**config.mk**
```make
export PLATFORM = sky130hd
export DESIGN_NAME = tag_presence_tracker_flat
export DESIGN_NICKNAME = d
export VERILOG_FILES = /design/src/hw/rtl/tpt_pkg.sv /design/src/hw/rtl/tpt_if.sv /design/src/hw/rtl/tpt_ram.sv /design/src/hw/rtl/tag_presence_tracker.sv /design/src/flat_wrapper.sv
export SDC_FILE = /design/constraint.sdc
export NUM_CORES = 2
export LEC_CHECK = 0
export ABC_AREA = 1
export ABC_CLOCK_PERIOD_IN_PS = 5600
export BUFFER_PORTS_ARGS = -buffer_cell sky130_fd_sc_hd__buf_2
export CORE_MARGIN = 4
export CORE_UTILIZATION = 55
export DETAILED_ROUTE_END_ITERATION = 6
export PLACE_DENSITY_LB_ADDON = 0.15
export SKIP_CTS_REPAIR_TIMING = 1
export SYNTH_ARGS = -nofsm -noshare
export SYNTH_HDL_FRONTEND = slang
export SYNTH_HIERARCHICAL = 1
export SYNTH_SLANG_ARGS = --single-unit
```
**constraint.sdc**
```tcl
create_clock -name clk -period 5.6 [get_ports clk]
set_clock_uncertainty 0.15 [all_clocks]
set_input_delay 0.28 -clock clk [delete_from_list [all_inputs] [get_ports clk]]
set_output_delay 0.28 -clock clk [all_outputs]
set_load 0.02 [all_outputs]
```
**src/hw/rtl/tpt_pkg.sv**
```systemverilog
`timescale 1ns / 1ps
// ----------------------------------------------------------------------------
// tpt_pkg
// Shared types and constants for the tag presence tracker.
// ----------------------------------------------------------------------------
package tpt_pkg;

	localparam int OPCODE_W = 1;
	localparam int INDEX_W  = 5;
	localparam int TID_W    = 64;
	localparam int LEN_W    = 4;
	localparam int MISS_W   = 16;
	localparam int COUNT_W  = 6;
	localparam int REG_W    = 1;
	localparam int CFG_W    = 16;

	localparam logic [OPCODE_W-1:0] OP_READ = 1'b0;
	localparam logic [OPCODE_W-1:0] OP_LOAD = 1'b1;

	localparam logic [REG_W-1:0] REG_MAX_MISSES  = 1'b0;
	localparam logic [REG_W-1:0] REG_ENTRY_COUNT = 1'b1;

	typedef enum logic [1:0] {
		ST_IDLE,
		ST_MATCH,
		ST_UPDATE,
		ST_FLUSH
	} state_t;

	typedef struct packed {
		logic [INDEX_W-1:0] entry;
		logic               present;
	} event_t;

endpackage

```
**src/hw/rtl/tpt_if.sv**
```systemverilog
`timescale 1ns / 1ps
// ----------------------------------------------------------------------------
// tpt_if
// Valid/ready channels: request beats, event beats, register writes.
// ----------------------------------------------------------------------------
interface tpt_req_if;
	logic                         valid;
	logic                         ready;
	logic [tpt_pkg::OPCODE_W-1:0] opcode;
	logic [tpt_pkg::INDEX_W-1:0]  entry_index;
	logic [tpt_pkg::TID_W-1:0]    tid_value;
	logic [tpt_pkg::LEN_W-1:0]    tid_length;

	modport source (output valid, opcode, entry_index, tid_value, tid_length, input ready);
	modport sink   (input valid, opcode, entry_index, tid_value, tid_length, output ready);
endinterface

interface tpt_evt_if;
	logic                        valid;
	logic                        ready;
	logic [tpt_pkg::INDEX_W-1:0] changed_entry;
	logic                        now_present;
	logic                        last_event;

	modport source (output valid, changed_entry, now_present, last_event, input ready);
	modport sink   (input valid, changed_entry, now_present, last_event, output ready);
endinterface

interface tpt_cfg_if;
	logic                      valid;
	logic                      ready;
	logic [tpt_pkg::REG_W-1:0] index;
	logic [tpt_pkg::CFG_W-1:0] data;

	modport source (output valid, index, data, input ready);
	modport sink   (input valid, index, data, output ready);
endinterface

```
**src/hw/rtl/tpt_ram.sv**
```systemverilog
`timescale 1ns / 1ps
// ----------------------------------------------------------------------------
// tpt_ram
// Generic simple dual-port RAM, one write and one registered read port.
// ----------------------------------------------------------------------------
module tpt_ram #(
	parameter int WIDTH = 16,
	parameter int DEPTH = 32
) (
	input  logic                                      clk,
	input  logic                                      we,
	input  logic [((DEPTH > 1) ? $clog2(DEPTH) : 1)-1:0] waddr,
	input  logic [WIDTH-1:0]                          wdata,
	input  logic                                      re,
	input  logic [((DEPTH > 1) ? $clog2(DEPTH) : 1)-1:0] raddr,
	output logic [WIDTH-1:0]                          rdata
);
	logic [WIDTH-1:0] mem_q [DEPTH];

	always_ff @(posedge clk) begin
		if (we) begin
			mem_q[waddr] <= wdata;
		end
		if (re) begin
			rdata <= mem_q[raddr];
		end
	end
endmodule

```
**src/hw/rtl/tag_presence_tracker.sv**
```systemverilog
`timescale 1ns / 1ps
// ----------------------------------------------------------------------------
// tag_presence_tracker
// Tracks which loaded tag IDs are present and reports each presence change.
//
//   port  dir   beat
//   req   sink  table load or tag read
//   evt   src   one presence change, last_event on the final one of a read
//   cfg   sink  register write (max_misses, entry_count)
//
// A load writes both RAMs as it is accepted. A read runs the accept, one pass
// over the TID RAM to find the highest matching entry, one pass over the
// miss-counter RAM to update counters and flags, and a flush of the pending
// beat. req is ready only between reads. Reset clears presence and
// counter-valid flops at once; no clearing pass. A stalled evt holds the
// update pass once the output register and the one-deep pending beat are both
// full.
// ----------------------------------------------------------------------------
module tag_presence_tracker #(
	parameter int ENTRIES   = 32,
	parameter int TID_BYTES = 8
) (
	input  logic clk,
	input  logic arst_n,
	tpt_req_if.sink   req,
	tpt_evt_if.source evt,
	tpt_cfg_if.sink   cfg
);
	import tpt_pkg::*;

	localparam int IW = (ENTRIES > 1) ? $clog2(ENTRIES) : 1;
	localparam int CW = $clog2(ENTRIES + 1);
	localparam int TW = 8 * TID_BYTES;
	localparam logic [6:0] ENT7 = 7'(ENTRIES);
	localparam logic [LEN_W-1:0] TB_LEN = LEN_W'(TID_BYTES);

	state_t state_q, state_d;

	logic [MISS_W-1:0]  max_misses_q;
	logic [COUNT_W-1:0] entry_count_q;

	logic [CW-1:0]     rd_q;
	logic [CW-1:0]     used_q;
	logic              vld_s1;
	logic [IW-1:0]     idx_s1;
	logic [TW-1:0]     tid_q;
	logic [TW-1:0]     mask_q;
	logic [MISS_W-1:0] limit_q;
	logic              hit_vld_q;
	logic [IW-1:0]     hit_q;
	logic [ENTRIES-1:0] pres_q;
	logic [ENTRIES-1:0] cval_q;
	logic              pend_vld_q;
	event_t            pend_q;
	logic              out_vld_q;
	event_t            out_q;
	logic              out_last_q;

	logic              accept, load_acc, read_go, idx_ok;
	logic [IW-1:0]     load_addr;
	logic [6:0]        used_c;
	logic [LEN_W-1:0]  len_c;
	logic [TW-1:0]     mask_c;
	logic [TW-1:0]     tid_rd;
	logic [MISS_W-1:0] cnt_dout, cnt_rd, cnt_new;
	logic              more, issue, stall, step, match_hit;
	logic              is_hit, pres_old, ev_present, ev_absent, ev;
	logic              out_free, flush_go, out_from_step;
	logic              tid_re, cnt_we, cnt_re;
	logic [IW-1:0]     cnt_waddr;
	logic [MISS_W-1:0] cnt_wdata;

	// request decode
	always_comb begin
		accept    = req.valid && req.ready;
		idx_ok    = {2'b00, req.entry_index} < ENT7;
		load_addr = IW'(req.entry_index);
		load_acc  = accept && (req.opcode == OP_LOAD) && idx_ok;
		used_c    = ({1'b0, entry_count_q} > ENT7) ? ENT7 : {1'b0, entry_count_q};
		len_c     = (req.tid_length > TB_LEN) ? TB_LEN : req.tid_length;
		read_go   = accept && (req.opcode == OP_READ) && (req.tid_length != '0)
			&& (used_c != '0);
		for (int b = 0; b < TID_BYTES; b++) begin
			mask_c[b*8 +: 8] = {8{LEN_W'(b) < len_c}};
		end
	end

	// datapath for the two passes
	always_comb begin
		more      = rd_q < used_q;
		out_free  = !out_vld_q || evt.ready;
		match_hit = vld_s1 && (((tid_rd ^ tid_q) & mask_q) == '0);
		cnt_rd    = cval_q[idx_s1] ? cnt_dout : '0;
		is_hit    = hit_vld_q && (hit_q == idx_s1);
		if (is_hit) begin
			cnt_new = '0;
		end else if (cnt_rd < limit_q) begin
			cnt_new = cnt_rd + MISS_W'(1);
		end else begin
			cnt_new = cnt_rd;
		end
		pres_old   = pres_q[idx_s1];
		ev_present = is_hit && !pres_old;
		ev_absent  = !is_hit && pres_old && (cnt_new >= limit_q);
		ev         = ev_present || ev_absent;
	end

	// next state
	always_comb begin
		state_d = state_q;
		unique case (state_q)
			ST_IDLE: begin
				if (read_go) begin
					state_d = ST_MATCH;
				end
			end
			ST_MATCH: begin
				if (!more && !vld_s1) begin
					state_d = ST_UPDATE;
				end
			end
			ST_UPDATE: begin
				if (!more && !vld_s1) begin
					state_d = ST_FLUSH;
				end
			end
			ST_FLUSH: begin
				if (flush_go) begin
					state_d = ST_IDLE;
				end
			end
			default: state_d = ST_IDLE;
		endcase
	end

	// sequencer outputs
	always_comb begin
		req.ready     = 1'b0;
		stall         = 1'b0;
		step          = 1'b0;
		issue         = 1'b0;
		tid_re        = 1'b0;
		cnt_re        = 1'b0;
		flush_go      = 1'b0;
		out_from_step = 1'b0;
		unique case (state_q)
			ST_IDLE: begin
				req.ready = 1'b1;
			end
			ST_MATCH: begin
				issue  = more;
				tid_re = more;
			end
			ST_UPDATE: begin
				stall         = vld_s1 && ev && pend_vld_q && !out_free;
				step          = vld_s1 && !stall;
				issue         = more && !stall;
				cnt_re        = issue;
				out_from_step = step && ev && pend_vld_q;
			end
			ST_FLUSH: begin
				flush_go = !pend_vld_q || out_free;
			end
			default: req.ready = 1'b0;
		endcase
		cnt_we    = load_acc || step;
		cnt_waddr = load_acc ? load_addr : idx_s1;
		cnt_wdata = load_acc ? '0 : cnt_new;
	end

	tpt_ram #(.WIDTH(TW), .DEPTH(ENTRIES)) u_tid_ram (
		.clk   (clk),
		.we    (load_acc),
		.waddr (load_addr),
		.wdata (req.tid_value[TW-1:0]),
		.re    (tid_re),
		.raddr (rd_q[IW-1:0]),
		.rdata (tid_rd)
	);

	tpt_ram #(.WIDTH(MISS_W), .DEPTH(ENTRIES)) u_cnt_ram (
		.clk   (clk),
		.we    (cnt_we),
		.waddr (cnt_waddr),
		.wdata (cnt_wdata),
		.re    (cnt_re),
		.raddr (rd_q[IW-1:0]),
		.rdata (cnt_dout)
	);

	assign cfg.ready         = 1'b1;
	assign evt.valid         = out_vld_q;
	assign evt.changed_entry = out_q.entry;
	assign evt.now_present   = out_q.present;
	assign evt.last_event    = out_last_q;

	always_ff @(posedge clk or negedge arst_n) begin
		if (!arst_n) begin
			state_q       <= ST_IDLE;
			max_misses_q  <= MISS_W'(10);
			entry_count_q <= '0;
			rd_q          <= '0;
			used_q        <= '0;
			vld_s1        <= 1'b0;
			hit_vld_q     <= 1'b0;
			pres_q        <= '0;
			cval_q        <= '0;
			pend_vld_q    <= 1'b0;
			out_vld_q     <= 1'b0;
		end else begin
			state_q <= state_d;

			if (cfg.valid && cfg.ready) begin
				unique case (cfg.index)
					REG_MAX_MISSES:  max_misses_q  <= cfg.data;
					REG_ENTRY_COUNT: entry_count_q <= cfg.data[COUNT_W-1:0];
					default:         max_misses_q  <= max_misses_q;
				endcase
			end

			if (read_go) begin
				used_q    <= CW'(used_c);
				hit_vld_q <= 1'b0;
			end

			if (read_go || (state_q == ST_MATCH && state_d == ST_UPDATE)) begin
				rd_q <= '0;
			end else if (issue) begin
				rd_q <= rd_q + CW'(1);
			end

			if (issue) begin
				vld_s1 <= 1'b1;
			end else if (!stall) begin
				vld_s1 <= 1'b0;
			end

			if (state_q == ST_MATCH && match_hit) begin
				hit_vld_q <= 1'b1;
			end

			if (load_acc) begin
				pres_q[load_addr] <= 1'b0;
				cval_q[load_addr] <= 1'b1;
			end

			if (step) begin
				cval_q[idx_s1] <= 1'b1;
				if (ev_present) begin
					pres_q[idx_s1] <= 1'b1;
				end else if (ev_absent) begin
					pres_q[idx_s1] <= 1'b0;
				end
				if (ev) begin
					pend_vld_q <= 1'b1;
				end
			end else if (state_q == ST_FLUSH && out_free) begin
				pend_vld_q <= 1'b0;
			end

			if (out_from_step || (state_q == ST_FLUSH && pend_vld_q && out_free)) begin
				out_vld_q <= 1'b1;
			end else if (evt.ready) begin
				out_vld_q <= 1'b0;
			end
		end
	end

	// payload registers
	always_ff @(posedge clk) begin
		if (read_go) begin
			tid_q   <= req.tid_value[TW-1:0];
			mask_q  <= mask_c;
			limit_q <= (max_misses_q == '0) ? MISS_W'(1) : max_misses_q;
		end
		if (issue) begin
			idx_s1 <= rd_q[IW-1:0];
		end
		if (state_q == ST_MATCH && match_hit) begin
			hit_q <= idx_s1;
		end
		if (step && ev) begin
			pend_q.entry   <= INDEX_W'(idx_s1);
			pend_q.present <= ev_present;
		end
		if (out_from_step) begin
			out_q      <= pend_q;
			out_last_q <= 1'b0;
		end else if (state_q == ST_FLUSH && pend_vld_q && out_free) begin
			out_q      <= pend_q;
			out_last_q <= 1'b1;
		end
	end

	a_idle_no_pending: assert property (@(posedge clk) disable iff (!arst_n)
		(state_q == ST_IDLE) |-> (!pend_vld_q && !vld_s1))
		else $error("pending event or read in flight while idle");

	a_walk_bound: assert property (@(posedge clk) disable iff (!arst_n)
		(state_q != ST_IDLE) |-> (rd_q <= used_q))
		else $error("walk counter past the entries in use");

	a_flush_ends: assert property (@(posedge clk) disable iff (!arst_n)
		(state_q == ST_FLUSH && flush_go) |=> (state_q == ST_IDLE))
		else $error("flush did not return to idle");

	a_no_overwrite: assert property (@(posedge clk) disable iff (!arst_n)
		(out_vld_q && !evt.ready) |=> $stable(out_q) && $stable(out_last_q))
		else $error("stalled event register overwritten");

	a_hit_in_range: assert property (@(posedge clk) disable iff (!arst_n)
		(state_q == ST_UPDATE && hit_vld_q) |-> (CW'(hit_q) < used_q))
		else $error("matched entry outside the entries in use");

endmodule
```
**src/flat_wrapper.sv**
```systemverilog
// flat-port wrapper written by rule: the top's interface ports become plain ports
module tag_presence_tracker_flat import tpt_pkg::*;
#(
	parameter int ENTRIES   = 32,
	parameter int TID_BYTES = 8
)
  (clk, arst_n, req_valid, req_opcode, req_entry_index, req_tid_value, req_tid_length, req_ready, evt_valid, evt_changed_entry, evt_now_present, evt_last_event, evt_ready, cfg_valid, cfg_index, cfg_data, cfg_ready);
  tpt_req_if req_i ();
  tpt_evt_if evt_i ();
  tpt_cfg_if cfg_i ();
  input  logic clk;
  input  logic arst_n;
  input wire logic [$bits(req_i.valid)-1:0] req_valid;
  input wire logic [$bits(req_i.opcode)-1:0] req_opcode;
  input wire logic [$bits(req_i.entry_index)-1:0] req_entry_index;
  input wire logic [$bits(req_i.tid_value)-1:0] req_tid_value;
  input wire logic [$bits(req_i.tid_length)-1:0] req_tid_length;
  output wire logic [$bits(req_i.ready)-1:0] req_ready;
  output wire logic [$bits(evt_i.valid)-1:0] evt_valid;
  output wire logic [$bits(evt_i.changed_entry)-1:0] evt_changed_entry;
  output wire logic [$bits(evt_i.now_present)-1:0] evt_now_present;
  output wire logic [$bits(evt_i.last_event)-1:0] evt_last_event;
  input wire logic [$bits(evt_i.ready)-1:0] evt_ready;
  input wire logic [$bits(cfg_i.valid)-1:0] cfg_valid;
  input wire logic [$bits(cfg_i.index)-1:0] cfg_index;
  input wire logic [$bits(cfg_i.data)-1:0] cfg_data;
  output wire logic [$bits(cfg_i.ready)-1:0] cfg_ready;
  assign req_i.valid = req_valid;
  assign req_i.opcode = req_opcode;
  assign req_i.entry_index = req_entry_index;
  assign req_i.tid_value = req_tid_value;
  assign req_i.tid_length = req_tid_length;
  assign req_ready = req_i.ready;
  assign evt_valid = evt_i.valid;
  assign evt_changed_entry = evt_i.changed_entry;
  assign evt_now_present = evt_i.now_present;
  assign evt_last_event = evt_i.last_event;
  assign evt_i.ready = evt_ready;
  assign cfg_i.valid = cfg_valid;
  assign cfg_i.index = cfg_index;
  assign cfg_i.data = cfg_data;
  assign cfg_ready = cfg_i.ready;
  tag_presence_tracker #(.ENTRIES(ENTRIES), .TID_BYTES(TID_BYTES)) u_core (.clk(clk), .arst_n(arst_n), .req(req_i), .evt(evt_i), .cfg(cfg_i));
endmodule
```
==> flow_metrics.env <==
export IMPL_synthDistinctLibCells=49
export IMPL_crit_path_end="u_core/u_cnt_ram/mem_q[22][3]"
export IMPL_fin_hold_ws_ps=13.0
export IMPL_ff2ff_setup_slack_ps=120
export IMPL_dpl_hpwl_um=165000
export IMPL_critPathMaxStageDelay_ps=470
export IMPL_first_global_vias=73800
export IMPL_cpMaxStageDelayCell="edfxtp_1"
export IMPL_place_inst=12600
export IMPL_initial_core_util=0.555
export IMPL_fin_area_sq_um=133000
export IMPL_drtIter0Drc=9549
export IMPL_critPathTopFamily="simple AND/OR/NAND/NOR gates"
export IMPL_core_rowCount=168
export IMPL_htree_levels=5
export IMPL_ant_nets=0
export IMPL_grt_max_degree=206
export IMPL_critPathKind="flop to flop"
export IMPL_critPathBufInv=11
export IMPL_outcome="finished with violations"
export IMPL_gp_congestion=0.893
export IMPL_setup_viol_count_final=0
export IMPL_synth_nets=10100
export IMPL_die_area_sq_um=220000
export IMPL_routedWlPerCell_um=25.0
export IMPL_insertion_delay_ps=950
export IMPL_layout_nets=10300
export IMPL_port_buffer_count=104
export IMPL_yosys_warnings=6
export IMPL_worst_slew_pin_slew_ps=1460
export IMPL_r2r_cells=41
export IMPL_vias=78600
export IMPL_fp_dieW_um=469
export IMPL_fin_crit_ps=5480
export IMPL_finalHoldViolations=0
export IMPL_slew_headroom=0.0160
export IMPL_r2r_end="u_core/u_cnt_ram/mem_q[22][3]"
export IMPL_numCtsBuffers=306
export IMPL_pwr_density_cell_nw_per_um2=500
export IMPL_startpoint_type="flop"
export IMPL_place_area_sq_um=121000
export IMPL_ir_worst_vdd_mv=1.09
export IMPL_final_common_cell="nand2_1"
export IMPL_rsz0062_at_grt="yes"
export IMPL_fp_coreArea_sq_um=210000
export IMPL_maxCapViolCount=1
export IMPL_track_usage=0.295
export IMPL_slew_violations=0
export IMPL_drc=1
export IMPL_final_cell_mix="nand2_1 (3376), edfxtp_1 (2750), nand3_1 (2267), clkbuf_16 (319), buf_4 (226)"
export IMPL_r2r_start="u_core/idx_s1[0]"
export IMPL_die_h_um=469
export IMPL_cts_path_max_buffers=4
export IMPL_violations="DRC, capacitance limit"
export IMPL_async_flop_share=0.0364
export IMPL_seqCellArea_sq_um=85200
export IMPL_vias_per_cell=5.95
export IMPL_fmax_mhz=182
export IMPL_layout_drive_gt1_share=0.103
export IMPL_cp_arrival_ps=5950
export IMPL_cp_required_ps=6070
export IMPL_clock_sinks=2855
export IMPL_finalNonFillerCells=13200
export IMPL_grt_ovfl_total=0
export IMPL_cp_end_kind="flop"
export IMPL_syn_area_sq_um=117000
export IMPL_filler_cell_count=16000
export IMPL_avgSynthCellArea_sq_um=11.8
export IMPL_cp_num_cells=41
export IMPL_io_pins=106
export IMPL_multiInputGateArea_sq_um=28700
export IMPL_firstDrtPassIters=7
export IMPL_critPathMaxFanout=8
export IMPL_postSynthCellCount=9938
export IMPL_synthFlopType="edfxtp_1"
export IMPL_cts_root_buf="clkbuf_16"
export IMPL_path_clk_slew_ps=60
export IMPL_yosysSeqAreaShare=0.730
export IMPL_p_leak_nw=48.6
export IMPL_power_mw=66.4
export IMPL_finalCritPeriodShare=0.979
export IMPL_grt_pass1_wl_um=481000
export IMPL_critical_path_startpoint="u_core/idx_s1[0]"
export IMPL_area_growth_syn_to_layout_pct=13.8
export IMPL_synth_edff_count=2750
export IMPL_antenna_found_initial=12
export IMPL_cp_common_cell="nand2_2"
export IMPL_cts_tree="built"
export IMPL_drt_wl_total_um=331000
export IMPL_synth_seq_cells=2855
export IMPL_worstHoldPathType="input pin to flop"
==> logic make-up after synthesis <==
kind of cell             synth area share
AND/OR/NAND/NOR                     0.220
flip-flops                          0.730
buffers and inverters              0.0331
AO/OA/AOI/OAI                     0.00628
XOR/XNOR                          0.00570
adder cells (fa/ha/maj)           0.00450
multiplexers                     0.000964
other                           0.0000321
==> final cells by class <==
cell class / instances / area share
Sequential cell: 2855 / 0.642
Timing Repair Buffer: 550 / 0.0393
Multi-Input combinational cell: 6291 / 0.216
Antenna cell: 9 / 0.000170
Clock buffer: 381 / 0.0613
Inverter: 194 / 0.00604
Tap cell: 2805 / 0.0264
Clock inverter: 136 / 0.00887
==> per-layer routing <==
| metal | up-vias | share of wire | global-route usage | routed length, um |
|---|---|---|---|---|
| li1 | 35400 | - | - | - |
| met1 | 38400 | 0.40 | 0.415 | 131000 |
| met2 | 4079 | 0.48 | 0.472 | 158000 |
| met3 | 732 | 0.090 | 0.0420 | 29600 |
| met4 | 2 | 0.038 | 0.114 | 12600 |
| met5 | - | 0.000036 | 0 | 12 |
==> Yosys cell counts (2+ instances only) <==
cell type / instances / area, sq um
nor2_2: 3 / 18.8
buf_4: 60 / 450
dfstp_2: 2 / 52.6
nand2_1: 3405 / 12800
buf_2: 324 / 1620
xor2_1: 66 / 578
nor3_1: 20 / 100
nor2_1: 268 / 1010
ha_1: 42 / 526
a211oi_1: 2 / 15.0
o22ai_1: 16 / 100
inv_2: 8 / 30.0
dfrtp_1: 102 / 2550
o21ai_1: 29 / 145
clkbuf_1: 128 / 480
xnor2_1: 10 / 87.6
o41ai_1: 3 / 26.3
buf_1: 54 / 203
nand3_1: 2295 / 11500
nand3b_1: 2 / 15.0
a21oi_1: 20 / 100
buf_6: 30 / 338
inv_1: 184 / 691
nand2_2: 10 / 62.6
nor4_1: 13 / 81.3
mux2_2: 10 / 113
o21ai_0: 43 / 215
a22oi_1: 4 / 30.0
edfxtp_1: 2750 / 82600
nand4_1: 16 / 100
==> how the worst min path moves through the flow <==
stage                      start                 endpoint  cells past startpoint
finish               cfg_data[8]   u_core/max_misses_q[8]                      3
global placement          arst_n  u_core/max_misses_q[15]                      1
global route        cfg_data[10]  u_core/max_misses_q[10]                      3
detailed placement        arst_n  u_core/max_misses_q[14]                      1
CTS                       arst_n  u_core/max_misses_q[15]                      1
floorplan                 arst_n         u_core/cval_q[0]                      0
==> state kept, by name (all words and copies together), names as in the netlist, 2 cells and up <==
| register | count |
|---|---|
| u_core/max_misses_q | 16 |
| u_core/state_q | 2 |
| u_core/rd_q | 6 |
| u_core/used_q | 6 |
| u_core/pres_q | 32 |
| u_core/entry_count_q | 6 |
| u_core/hit_q | 5 |
| u_core/limit_q | 16 |
| u_core/u_cnt_ram/mem_q | 512 |
| u_core/idx_s1 | 5 |
| u_core/u_cnt_ram/rdata | 16 |
| u_core/u_tid_ram/rdata | 64 |
| u_core/pend_q | 6 |
| u_core/u_tid_ram/mem_q | 2048 |
| u_core/cval_q | 32 |
| u_core/mask_q | 8 |
| u_core/tid_q | 64 |
| u_core/evt.changed_entry | 5 |
==> through the flow <==
stage / setup WS, ps / utilization / setup TNS [ps]
floorplan: -84.1 / - / -39660
global placement: -390 / 0.576 / -106350
detailed placement: -288 / 0.576 / -70980
CTS: -323 / 0.620 / -81750
global route: -118 / 0.631 / -27370
finish: 118 / 0.631 / 0
==> tightest hold or removal path, cell delays in order <==
cell and delay (ps):
dlygate4sd3_1 520, buf_2 90, mux2_2 130
==> power by group <==
| part | switching, mW | total [mW] | internal (mW) | leakage (nW) |
|---|---|---|---|---|
| logic | 15.1 | 20.9 | 5.83 | 18.0 |
| registers | 0.481 | 26.4 | 25.9 | 26.1 |
| clock network | 7.91 | 19.1 | 11.2 | 4.53 |
| total | 23.4 | 66.4 | 43.0 | 48.6 |
Note: power is estimated with default switching activity, not from simulation.
